**config.mk**
```make
export PLATFORM = sky130hd
export DESIGN_NAME = assoc_set_lru_timestamp
export DESIGN_NICKNAME = d
export VERILOG_FILES = /design/src/design/aslru_pkg.sv /design/src/design/assoc_set_lru_timestamp.sv /design/src/design/aslru_line_mem.sv /design/src/design/aslru_ctrl.sv
export SDC_FILE = /design/constraint.sdc
export NUM_CORES = 1
export LEC_CHECK = 0
export BUFFER_PORTS_ARGS = -buffer_cell sky130_fd_sc_hd__buf_2
export CAP_MARGIN = 5
export CORE_MARGIN = 10
export CORE_UTILIZATION = 50
export CTS_CLUSTER_DIAMETER = 30
export DETAILED_ROUTE_END_ITERATION = 16
export GPL_TIMING_DRIVEN = 0
export PLACE_DENSITY = 0.69
export SYNTH_ARGS = -nofsm -noshare
export SYNTH_HDL_FRONTEND = slang
export SYNTH_SLANG_ARGS = --single-unit
```
**constraint.sdc**
```tcl
create_clock -name clk -period 4.9 [get_ports clk]
set_input_delay 0.49 -clock clk [delete_from_list [all_inputs] [get_ports clk]]
set_output_delay 0.49 -clock clk [all_outputs]
set_load 0.1 [all_outputs]
```
**src/design/aslru_pkg.sv**
```systemverilog
// Shared types and constants for the LRU cache-set block.
// No dependencies; assoc_set_lru_timestamp and aslru_ctrl import this package.
package aslru_pkg;

    localparam int TAG_IN_W  = 20;   // tag field width on the stream
    localparam int STAMP_W   = 32;   // recency stamp width
    localparam int WAY_OUT_W = 3;    // way field width on the stream
    localparam int S_TDATA_W = 56;   // tag + stamp, padded to bytes
    localparam int M_TDATA_W = 8;    // hit + way + replaced, padded to bytes

    typedef enum logic {
        ACT_LOOKUP = 1'b0,
        ACT_FILL   = 1'b1
    } action_t;

    typedef enum logic [1:0] {
        ST_IDLE,
        ST_SCAN,
        ST_DONE
    } state_t;

    typedef struct packed {
        logic                 hit;
        logic [WAY_OUT_W-1:0] way;
        logic                 replaced;
    } result_t;

endpackage

```
**src/design/assoc_set_lru_timestamp.sv**
```systemverilog
// One cache set of WAYS lines with time-stamp LRU replacement. A request is
// a lookup or a fill; each request returns exactly one result. Tags and
// stamps live in a single-port-read line RAM scanned one way per cycle, so a
// request that scans (any lookup, or a fill into a full set) occupies the
// block until its scan ends, while a fill into a free line skips the scan.
// Results pass through an output register, so a new request is taken while
// the previous result waits. Uses aslru_pkg, aslru_ctrl and aslru_line_mem.
module assoc_set_lru_timestamp #(
    parameter int WAYS     = 8,
    parameter int TAG_BITS = 20
) (
    input  logic                              clk,
    input  logic                              rst_n,
    input  logic                              s_tvalid,
    output logic                              s_tready,
    input  logic [aslru_pkg::S_TDATA_W-1:0]   s_tdata,  // tag[19:0], stamp[51:20], zero pad
    input  logic [0:0]                        s_tuser,  // action
    output logic                              m_tvalid,
    input  logic                              m_tready,
    output logic [aslru_pkg::M_TDATA_W-1:0]   m_tdata   // hit[0], way[3:1], replaced[4], pad
);

    import aslru_pkg::*;

    localparam int WAY_W = (WAYS > 1) ? $clog2(WAYS) : 1;
    localparam int DW    = TAG_BITS + STAMP_W;

    logic [TAG_BITS-1:0] key;
    logic [STAMP_W-1:0]  stamp;
    result_t             res;
    logic                res_valid;
    logic                res_ready;
    logic                mem_we;
    logic [WAY_W-1:0]    mem_waddr;
    logic [DW-1:0]       mem_wdata;
    logic                mem_re;
    logic [WAY_W-1:0]    mem_raddr;
    logic [DW-1:0]       mem_rdata;
    logic                out_valid_reg;
    result_t             out_res_reg;

    // only the low TAG_BITS of the tag take part
    for (genvar b = 0; b < TAG_BITS; b++)
    begin : g_key
        if (b < TAG_IN_W)
        begin : g_bit
            assign key[b] = s_tdata[b];
        end
        else
        begin : g_zero
            assign key[b] = 1'b0;
        end
    end

    assign stamp = s_tdata[TAG_IN_W+STAMP_W-1:TAG_IN_W];

    aslru_ctrl #(
        .WAYS     (WAYS),
        .TAG_BITS (TAG_BITS)
    ) u_ctrl (
        .clk       (clk),
        .rst_n     (rst_n),
        .s_valid   (s_tvalid),
        .s_ready   (s_tready),
        .action    (action_t'(s_tuser[0])),
        .key       (key),
        .stamp     (stamp),
        .res_valid (res_valid),
        .res_ready (res_ready),
        .res       (res),
        .mem_we    (mem_we),
        .mem_waddr (mem_waddr),
        .mem_wdata (mem_wdata),
        .mem_re    (mem_re),
        .mem_raddr (mem_raddr),
        .mem_rdata (mem_rdata)
    );

    aslru_line_mem #(
        .DEPTH (WAYS),
        .AW    (WAY_W),
        .DW    (DW)
    ) u_mem (
        .clk   (clk),
        .we    (mem_we),
        .waddr (mem_waddr),
        .wdata (mem_wdata),
        .re    (mem_re),
        .raddr (mem_raddr),
        .rdata (mem_rdata)
    );

    // output register
    assign res_ready = !out_valid_reg || m_tready;

    always_ff @(posedge clk or negedge rst_n)
    begin
        if (!rst_n)
        begin
            out_valid_reg <= 1'b0;
        end
        else if (res_ready)
        begin
            out_valid_reg <= res_valid;
        end
    end

    always_ff @(posedge clk)
    begin
        if (res_ready && res_valid)
        begin
            out_res_reg <= res;
        end
    end

    assign m_tvalid = out_valid_reg;
    assign m_tdata  = {3'b000, out_res_reg.replaced, out_res_reg.way, out_res_reg.hit};

endmodule

```
**src/design/aslru_line_mem.sv**
```systemverilog
// Line store of the cache set: one {stamp, tag} word per way.
// Simple dual-port synchronous RAM, one write and one registered read.
module aslru_line_mem #(
    parameter int DEPTH = 8,
    parameter int AW    = 3,
    parameter int DW    = 52
) (
    input  logic          clk,
    input  logic          we,
    input  logic [AW-1:0] waddr,
    input  logic [DW-1:0] wdata,
    input  logic          re,
    input  logic [AW-1:0] raddr,
    output logic [DW-1:0] rdata
);

    logic [DW-1:0] mem [DEPTH];

    always_ff @(posedge clk)
    begin
        if (we)
        begin
            mem[waddr] <= wdata;
        end
    end

    always_ff @(posedge clk)
    begin
        if (re)
        begin
            rdata <= mem[raddr];
        end
    end

endmodule

```
**src/design/aslru_ctrl.sv**
```systemverilog
// Request sequencer: scans the line store one way per cycle, picks the hit,
// a free way or the LRU victim, and writes the line on a hit or a fill. Uses aslru_pkg.
module aslru_ctrl #(
    parameter int WAYS     = 8,
    parameter int TAG_BITS = 20
) (
    input  logic                        clk,
    input  logic                        rst_n,
    input  logic                        s_valid,
    output logic                        s_ready,
    input  aslru_pkg::action_t          action,
    input  logic [TAG_BITS-1:0]         key,
    input  logic [aslru_pkg::STAMP_W-1:0] stamp,
    output logic                        res_valid,
    input  logic                        res_ready,
    output aslru_pkg::result_t          res,
    output logic                        mem_we,
    output logic [((WAYS > 1) ? $clog2(WAYS) : 1)-1:0] mem_waddr,
    output logic [TAG_BITS+aslru_pkg::STAMP_W-1:0]     mem_wdata,
    output logic                        mem_re,
    output logic [((WAYS > 1) ? $clog2(WAYS) : 1)-1:0] mem_raddr,
    input  logic [TAG_BITS+aslru_pkg::STAMP_W-1:0]     mem_rdata
);

    import aslru_pkg::*;

    localparam int WAY_W = (WAYS > 1) ? $clog2(WAYS) : 1;
    localparam logic [WAY_W-1:0] LAST = WAY_W'(WAYS - 1);

    state_t              state_reg, state_next;
    action_t             act_reg, act_next;
    logic [TAG_BITS-1:0] key_reg, key_next;
    logic [STAMP_W-1:0]  stamp_reg, stamp_next;
    logic [WAY_W-1:0]    cnt_reg, cnt_next;
    logic                issue_reg, issue_next;
    logic                dvld_reg, dvld_next;
    logic [WAY_W-1:0]    idx_reg, idx_next;
    logic [STAMP_W-1:0]  min_reg, min_next;
    logic [WAY_W-1:0]    victim_reg, victim_next;
    logic [WAY_W-1:0]    way_reg, way_next;
    logic                hit_reg, hit_next;
    logic                repl_reg, repl_next;
    logic                wr_reg, wr_next;
    logic [WAYS-1:0]     valid_reg, valid_next;

    logic [WAY_W-1:0]    first_inv;
    logic                any_inv;
    logic [TAG_BITS-1:0] rd_tag;
    logic [STAMP_W-1:0]  rd_stamp;
    logic                match;
    logic                last_d;
    logic                less;
    logic                scan_done;
    logic                commit;

    assign rd_tag   = mem_rdata[TAG_BITS-1:0];
    assign rd_stamp = mem_rdata[TAG_BITS+STAMP_W-1:TAG_BITS];
    assign any_inv  = ~&valid_reg;

    // lowest-numbered invalid way
    always_comb
    begin
        first_inv = '0;
        for (int i = WAYS - 1; i >= 0; i--)
        begin
            if (!valid_reg[i])
            begin
                first_inv = WAY_W'(i);
            end
        end
    end

    assign match  = dvld_reg && valid_reg[idx_reg] && (rd_tag == key_reg);
    assign last_d = (idx_reg == LAST);
    // strict less keeps the lowest index on a tie
    assign less   = (idx_reg == '0) || (rd_stamp < min_reg);
    assign scan_done = dvld_reg && ((act_reg == ACT_LOOKUP) ? (match || last_d) : last_d);
    assign commit = (state_reg == ST_DONE) && res_ready;

    // next state
    always_comb
    begin
        state_next = state_reg;
        unique case (state_reg)
            ST_IDLE:
            begin
                if (s_valid)
                begin
                    state_next = (action == ACT_FILL && any_inv) ? ST_DONE : ST_SCAN;
                end
            end
            ST_SCAN:
            begin
                if (scan_done)
                begin
                    state_next = ST_DONE;
                end
            end
            ST_DONE:
            begin
                if (res_ready)
                begin
                    state_next = ST_IDLE;
                end
            end
            default:
            begin
                state_next = ST_IDLE;
            end
        endcase
    end

    // outputs
    always_comb
    begin
        s_ready   = (state_reg == ST_IDLE);
        res_valid = (state_reg == ST_DONE);
        mem_re    = (state_reg == ST_SCAN) && issue_reg;
        mem_raddr = cnt_reg;
        mem_we    = commit && wr_reg;
        mem_waddr = way_reg;
        mem_wdata = {stamp_reg, key_reg};
    end

    // datapath
    always_comb
    begin
        act_next    = act_reg;
        key_next    = key_reg;
        stamp_next  = stamp_reg;
        cnt_next    = cnt_reg;
        issue_next  = issue_reg;
        dvld_next   = dvld_reg;
        idx_next    = idx_reg;
        min_next    = min_reg;
        victim_next = victim_reg;
        way_next    = way_reg;
        hit_next    = hit_reg;
        repl_next   = repl_reg;
        wr_next     = wr_reg;
        valid_next  = valid_reg;

        unique case (state_reg)
            ST_IDLE:
            begin
                if (s_valid)
                begin
                    act_next   = action;
                    key_next   = key;
                    stamp_next = stamp;
                    cnt_next   = '0;
                    issue_next = 1'b1;
                    dvld_next  = 1'b0;
                    way_next   = first_inv;
                    hit_next   = 1'b0;
                    repl_next  = 1'b0;
                    wr_next    = (action == ACT_FILL);
                end
            end
            ST_SCAN:
            begin
                if (issue_reg)
                begin
                    if (cnt_reg != LAST)
                    begin
                        cnt_next = cnt_reg + 1'b1;
                    end
                    issue_next = (cnt_reg != LAST);
                end
                dvld_next = issue_reg;
                idx_next  = cnt_reg;
                if (dvld_reg && act_reg == ACT_FILL && less)
                begin
                    min_next    = rd_stamp;
                    victim_next = idx_reg;
                end
                if (scan_done)
                begin
                    if (act_reg == ACT_LOOKUP)
                    begin
                        hit_next = match;
                        way_next = match ? idx_reg : '0;
                        wr_next  = match;
                    end
                    else
                    begin
                        way_next  = less ? idx_reg : victim_reg;
                        repl_next = 1'b1;
                        wr_next   = 1'b1;
                    end
                end
            end
            ST_DONE:
            begin
                if (commit && wr_reg)
                begin
                    valid_next[way_reg] = 1'b1;
                end
            end
            default:
            begin
            end
        endcase
    end

    always_ff @(posedge clk or negedge rst_n)
    begin
        if (!rst_n)
        begin
            state_reg <= ST_IDLE;
            issue_reg <= 1'b0;
            dvld_reg  <= 1'b0;
            valid_reg <= '0;
        end
        else
        begin
            state_reg <= state_next;
            issue_reg <= issue_next;
            dvld_reg  <= dvld_next;
            valid_reg <= valid_next;
        end
    end

    always_ff @(posedge clk)
    begin
        act_reg    <= act_next;
        key_reg    <= key_next;
        stamp_reg  <= stamp_next;
        cnt_reg    <= cnt_next;
        idx_reg    <= idx_next;
        min_reg    <= min_next;
        victim_reg <= victim_next;
        way_reg    <= way_next;
        hit_reg    <= hit_next;
        repl_reg   <= repl_next;
        wr_reg     <= wr_next;
    end

    // way field carries the low bits of the index
    for (genvar b = 0; b < WAY_OUT_W; b++)
    begin : g_way
        if (b < WAY_W)
        begin : g_bit
            assign res.way[b] = way_reg[b];
        end
        else
        begin : g_zero
            assign res.way[b] = 1'b0;
        end
    end

    assign res.hit      = hit_reg;
    assign res.replaced = repl_reg;

endmodule
```
* Yosys cells after proc, flatten, opt, wreduce, memory -nomap -nowiden
Memories as Yosys holds them, arrays and structs flattened. A register that Yosys moved wholly into a read port is not among the register bits. Index checks and enable logic that the tools add are counted.
Storage, ports and cells: register bits 118, bits in latches 0, memory bits (writable) 416, ROM bits 0, input port bits 61, memories kept 1
Memory list:
- u_mem.mem | words 8, width 52, rd ports 1, clocked after Yosys merged registers in 1, wr ports 1, RTL line aslru_line_mem.sv:17 | logic [DW-1:0] mem [DEPTH];
Cells by class: add/subtract/negate cells 1, multipliers 0, divide/modulo/power cells 0, order comparisons 4, eq/ne operators 12, shift-type cells 0, multiplexer cells 45, bitwise logic cells 1, reductions and logical operators 28
Operator list (count):
- 3-bit two-way mux | 16
- 32-bit less-than comparator | 1
- 20-bit == test | 1
- 1-bit two-way mux | 15
- 3-bit case mux with 2 select lines | 2
- 4-bit AND reduction | 3
- 1-bit logical AND | 10
- 1-bit case mux with 2 select lines | 5
- 3-bit by 4-bit less-than comparator with 1-bit output (second input constant) | 2
- 2-bit two-way mux | 4
- 2-bit by 1-bit != test with 1-bit output (second input constant) | 4
- 8-bit bitwise OR | 1
- 2-bit AND reduction | 4
- 8-bit AND reduction | 1
- 2-bit != test (second input constant) | 3
- 2-bit case mux with 3 select lines | 1
- 3-bit AND reduction | 2
- 3-bit by 1-bit adder with 3-bit output (second input constant) | 1
- 1-bit binary-select mux with 3-bit select | 1
- 1-bit demux with 3-bit select | 1
- 3-bit == test (second input constant) | 1
- 3-bit by 1-bit greater-or-equal comparator with 1-bit output (second input constant) | 1
- 3-bit zero test | 1
- 1-bit logical OR | 3
- other kinds (6) | 7

* Logic depth before layout (Yosys ltp)
depth after elaboration 10, depth in mapped cells 8, depth with buffers taken out 8

* Hierarchy
Synthesis repeated with hierarchy kept, for this count alone.
Second synthesis, totals: cells, all modules 1047, area, all modules 22554.1 um2
Modules (own cells, without submodules):
- aslru_line_mem | times used 1, cells each 667, area an instance 17261.6 um2, seq. area each 14053.5 um2
- aslru_ctrl | times used 1, cells each 367, area an instance 5062.4 um2, seq. area each 3303.2 um2
- assoc_set_lru_timestamp | times used 1, cells each 13, area an instance 230.2 um2, seq. area each 175.2 um2

* Least setup slack after synthesis
OpenSTA, ideal clock, no wires.
path kind flip-flop to flip-flop, start point register out_valid_reg (netlist: m_tvalid), end point register u_ctrl.valid_reg[1], library setup time 0.086 ns, arrival time 5.626 ns, slack -0.812 ns, stages on the path, launching flop included 6, cells stage by stage dfrtp_1 -> nand2b_1 -> nor2b_1 -> nand3_1 -> nor3_1 -> or2_2
On the way: word-level cells in the longest chain between the ends 5
Ends and longest elaborated chain:
- start: declaration | RTL line assoc_set_lru_timestamp.sv:39 | logic out_valid_reg;
- start signal: assignment | RTL line assoc_set_lru_timestamp.sv:104 | out_valid_reg <= res_valid;
- 1-bit zero test | RTL line assoc_set_lru_timestamp.sv:94 | assign res_ready = !out_valid_reg || m_tready;
- 1-bit logical OR | RTL line assoc_set_lru_timestamp.sv:94
- 1-bit logical AND | RTL line aslru_ctrl.sv:78 | assign commit = (state_reg == ST_DONE) && res_ready;
- net u_ctrl.commit | RTL line aslru_ctrl.sv:54 | logic commit;
- 1-bit logical AND | RTL line aslru_ctrl.sv:195 | if (commit && wr_reg)
- 2-bit AND reduction (no source line)
- end signal: assignment | RTL line aslru_ctrl.sv:220 | valid_reg <= valid_next;
- end: declaration | RTL line aslru_ctrl.sv:44 | logic [WAYS-1:0] valid_reg, valid_next;
The timed path passes the listed nets, and every way through them passes these cells. A chain may end at the register's enable or synchronous reset.

* Worst setup path in the final report
start point register u_mem.rdata[50] (read register of u_mem.mem), end point register u_ctrl.min_reg[0], enable pin
On the way: word-level cells in the longest chain between the ends 4
Ends and longest elaborated chain:
- start: declaration | RTL line aslru_line_mem.sv:14 | output logic [DW-1:0] rdata
- 32-bit less-than comparator | RTL line aslru_ctrl.sv:76 | assign less = (idx_reg == '0) || (rd_stamp < min_reg);
- 1-bit logical OR | RTL line aslru_ctrl.sv:76
- 1-bit logical AND | RTL line aslru_ctrl.sv:172 | if (dvld_reg && act_reg == ACT_FILL && less)
- 2-bit AND reduction (no source line)
- end signal: assignment | RTL line aslru_ctrl.sv:231 | min_reg <= min_next;
- end: declaration | RTL line aslru_ctrl.sv:38 | logic [STAMP_W-1:0] min_reg, min_next;
No other way between the ends.

==> flow_summary_export.csv <==
group,metric,value,unit
outcome,outcome,"complete, no violations",
grt,met1_usage,21.9,%
cells_and_area,final_common_cell,"edfxtp_1",
clock_network,holdBufCountCts,15,
sta,period_share,70.4,%
sta,hold_viol_final,0,
grt,grt_pass1_vias,11500,
setup_path,worstPathMaxFanout,17,
cells_and_area,postLayoutCoreUtil,63.0,%
grt,grt_max_degree,55,
cells_and_area,final_cell_mix,"edfxtp_1 (573), clkbuf_16 (113), mux4_2 (104), buf_2 (75), mux2_2 (52)",
detailed_routing,finalWirelength,44000,µm
setup_path,cp-end-kind,"flip-flop",
place,dp_slack,1.44,ns
pwr,finalPower,17.8,mW
cells_and_area,drive_gt1_share,35.0,%
grt,grtUsageTotal,16.9,%
clock_network,clk_pin_slew,0.05,ns
hold_path,hold_class,"in2reg",
yosys,seq_area_frac_synth,78.9,%
yosys,yosysUniqueCellTypes,46,
clock_network,cts_resized,0,
die,dieHeight,231,µm
grt,met2_usage,27.7,%
clock_network,cts_tree,"yes",
run,max_cap_viol_count,0,
cells_and_area,fill_cells,2994,
die,dieArea,53300,µm²
place,dpl.hpwl,25700,µm
clock_network,ctsHtreeMaxLevel,3,
detailed_routing,firstDrtPassIters,5,
sta,max_freq,290,MHz
place,placed_cell_area,23900,µm²
sta,finalCriticalPeriod,3.45,ns
grt,grt_overflow,0,
detailed_routing,wl_per_cell,22.9,µm
yosys,yosysWarnings,0,
setup_path,criticalPathCategory,"reg2reg",
place,place_congestion,0.782,
cells_and_area,post-route-cell-area,27800,µm²
yosys,synth_edf_count,573,
sta,rsz0062_at_grt,"no",
detailed_routing,antenna_left,0,
setup_path,critPathArrivalTime,3.82,ns
detailed_routing,dr_total_vias,10500,
setup_path,slowest_delay,0.71,ns
place,portBuffers,63,
cells_and_area,multiInputGateArea,4480,µm²
cells_and_area,area.growth.synth_to_final,25.1,%
cells_and_area,largest_reg_flops,416,
cells_and_area,reg.largest.list,"u_mem.mem: 416 flops, u_mem.rdata: 52 flops",
yosys,synth_cells,1014,
sta,fin_setup_tns,0,ns
clock_network,insertion_delay,0.64,ns
die,boundaryPins,71,
yosys,synth_flop_cell,"edfxtp_1",
cells_and_area,seqCellArea,17500,µm²
clock_network,cts_made_buffers,112,
die,num_rows,77,
setup_path,r2r-end,"u_ctrl.min_reg[0]",
grt,met3_usage,3.37,%
cells_and_area,top_register,"u_mem.mem",
sta,fin_worst_skew,0.0209,ns
hold_path,holdPathEnd,"u_ctrl.stamp_reg[25]",
sta,worst_pin_slew,0.846,ns
pwr,p_leak,9.48,nW
yosys,synth.avg_cell_area,21.9,µm²
grt,antenna_found_initial,0,
sta,fin_ws,1.45,ns
yosys,synthesis.area,22200,µm²
die,start_util,50.4,%
sta,max_slew_margin,43.6,%
setup_path,cp.required,5.27,ns
clock_network,cts_max_path_buffers,3,
detailed_routing,drc_errors,0,
hold_path,hold_start,"s_tdata[45]",
die,die_x,231,µm
setup_path,r2r_slack,1.45,ns
grt,grt_pass1_wl,68100,µm
yosys,synthArstFlopShare,2.22,%
clock_network,post-cts-setup-buffers,0,
pwr,p_per_area,641,nW/µm²
yosys,ys_seq_elements,586,
clock_network,cts.sinks,586,
clock_network,clock-root-buffer,"clkbuf_16",
hold_path,hold-path-cell-count,1,
detailed_routing,drtIter0Drc,918,
sta,setup_violations,0,
detailed_routing,viasPerCell,5.49,
grt,top_usage_layer,"met2",
cells_and_area,diodes,0,
setup_path,crit_top_cell,"buf_8",
setup_path,cp_slowest_cell,"nor4_1",
pwr,vdd_drop_max,0.346,mV
cells_and_area,nets,1325,
setup_path,ff2ff_path_depth,9,
setup_path,path_cells,"ha_1 -> nand4_1 -> nor4_1 -> o211ai_1 -> a31oi_1 -> or2_4 -> a211oi_4 -> buf_8 -> buf_8",
sta,drv_slew,0,
setup_path,timing.rr.start,"u_mem.rdata[50]",
setup_path,startpoint_type,"flip-flop",
die,core_area,44100,µm²
[synthesized netlist by cell type (all sizes together) (13+ instances only)]
library cell | instances | area share [%]
clkbuf | 14 | 0.24
ha | 33 | 1.9
a21oi | 14 | 0.32
mux2 | 52 | 2.6
dfrtp | 13 | 1.5
edfxtp | 573 | 77
inv | 38 | 0.64
o21ai | 16 | 0.36
nor2 | 18 | 0.30
mux4 | 106 | 11
buf | 21 | 0.47
nand2 | 20 | 0.34
xor2 | 19 | 0.75
[stage by stage]
stage          cells  hold slack, ns
3_3_place_gp    1671           0.399
4_1_cts         1918        0.000480
2_1_floorplan   1016           0.194
5_1_grt         1918          0.0134
6_report        1918          0.0307
3_5_place_dp    1694           0.405
[final cells by class]
| cell class | count | share of cell area [%] |
|---|---|---|
| sequential | 586 | 63.0 |
| multi-input combinational | 356 | 16.1 |
| clock buffer | 118 | 10.2 |
| timing repair buffer | 101 | 3.54 |
| clock inverter | 91 | 3.33 |
| tap | 592 | 2.66 |
| buffer | 35 | 0.567 |
| inverter | 39 | 0.535 |
[worst max-delay path, delay by kind of cell (launching register included)]
| kind | cells | cell delay (ns) |
|---|---|---|
| and+or+nand+nor | 3 | 1.13 |
| AOI/OAI and AO/OA | 3 | 0.89 |
| DFF | 1 | 0.43 |
| buffers and inverters | 2 | 0.36 |
| adders and majority gates | 1 | 0.35 |
[worst max-delay path by stage]
stage                        start                  end  slack [ns]  cells past startpoint
5_1_grt            u_mem.rdata[50]    u_ctrl.min_reg[0]        1.38                      9
6_report           u_mem.rdata[50]    u_ctrl.min_reg[0]        1.45                      9
2_1_floorplan             m_tvalid      u_mem.mem[7][0]        0.59                      4
3_3_place_gp   u_ctrl.state_reg[0]  u_ctrl.valid_reg[4]       -1.84                      6
3_5_place_dp       u_mem.rdata[50]    u_ctrl.min_reg[7]        1.44                      9
4_1_cts            u_mem.rdata[50]    u_ctrl.min_reg[0]        1.43                      9
[logic make-up (layout without fill, tap and decap cells)]
group                    Yosys count  count (layout)  synth area share [%]
flip-flops                       586             586                  78.9
other                              1               3                0.0169
AND/OR/NAND/NOR                   90              90                  2.07
adder cells (fa/ha/maj)           33              33                  1.86
multiplexers                     159             159                  13.5
AO/OA/AOI/OAI                     51              51                  1.55
XOR/XNOR                          20              20                 0.788
buffers and inverters             74             384                  1.37
[where the power goes]
group	total, mW	switching, mW	internal [mW]
logic	3.37	1.85	1.52
registers	7.02	0.456	6.56
clock network	7.46	2.55	4.91
[per-layer routing]
metal / vias up / part of all wire, %
li1: 4628 / -
met1: 5444 / 42
met2: 365 / 50
met3: 88 / 5.7
met4: 0 / 2.3
met5: - / 0
Note: power is estimated with default switching activity, not from simulation.
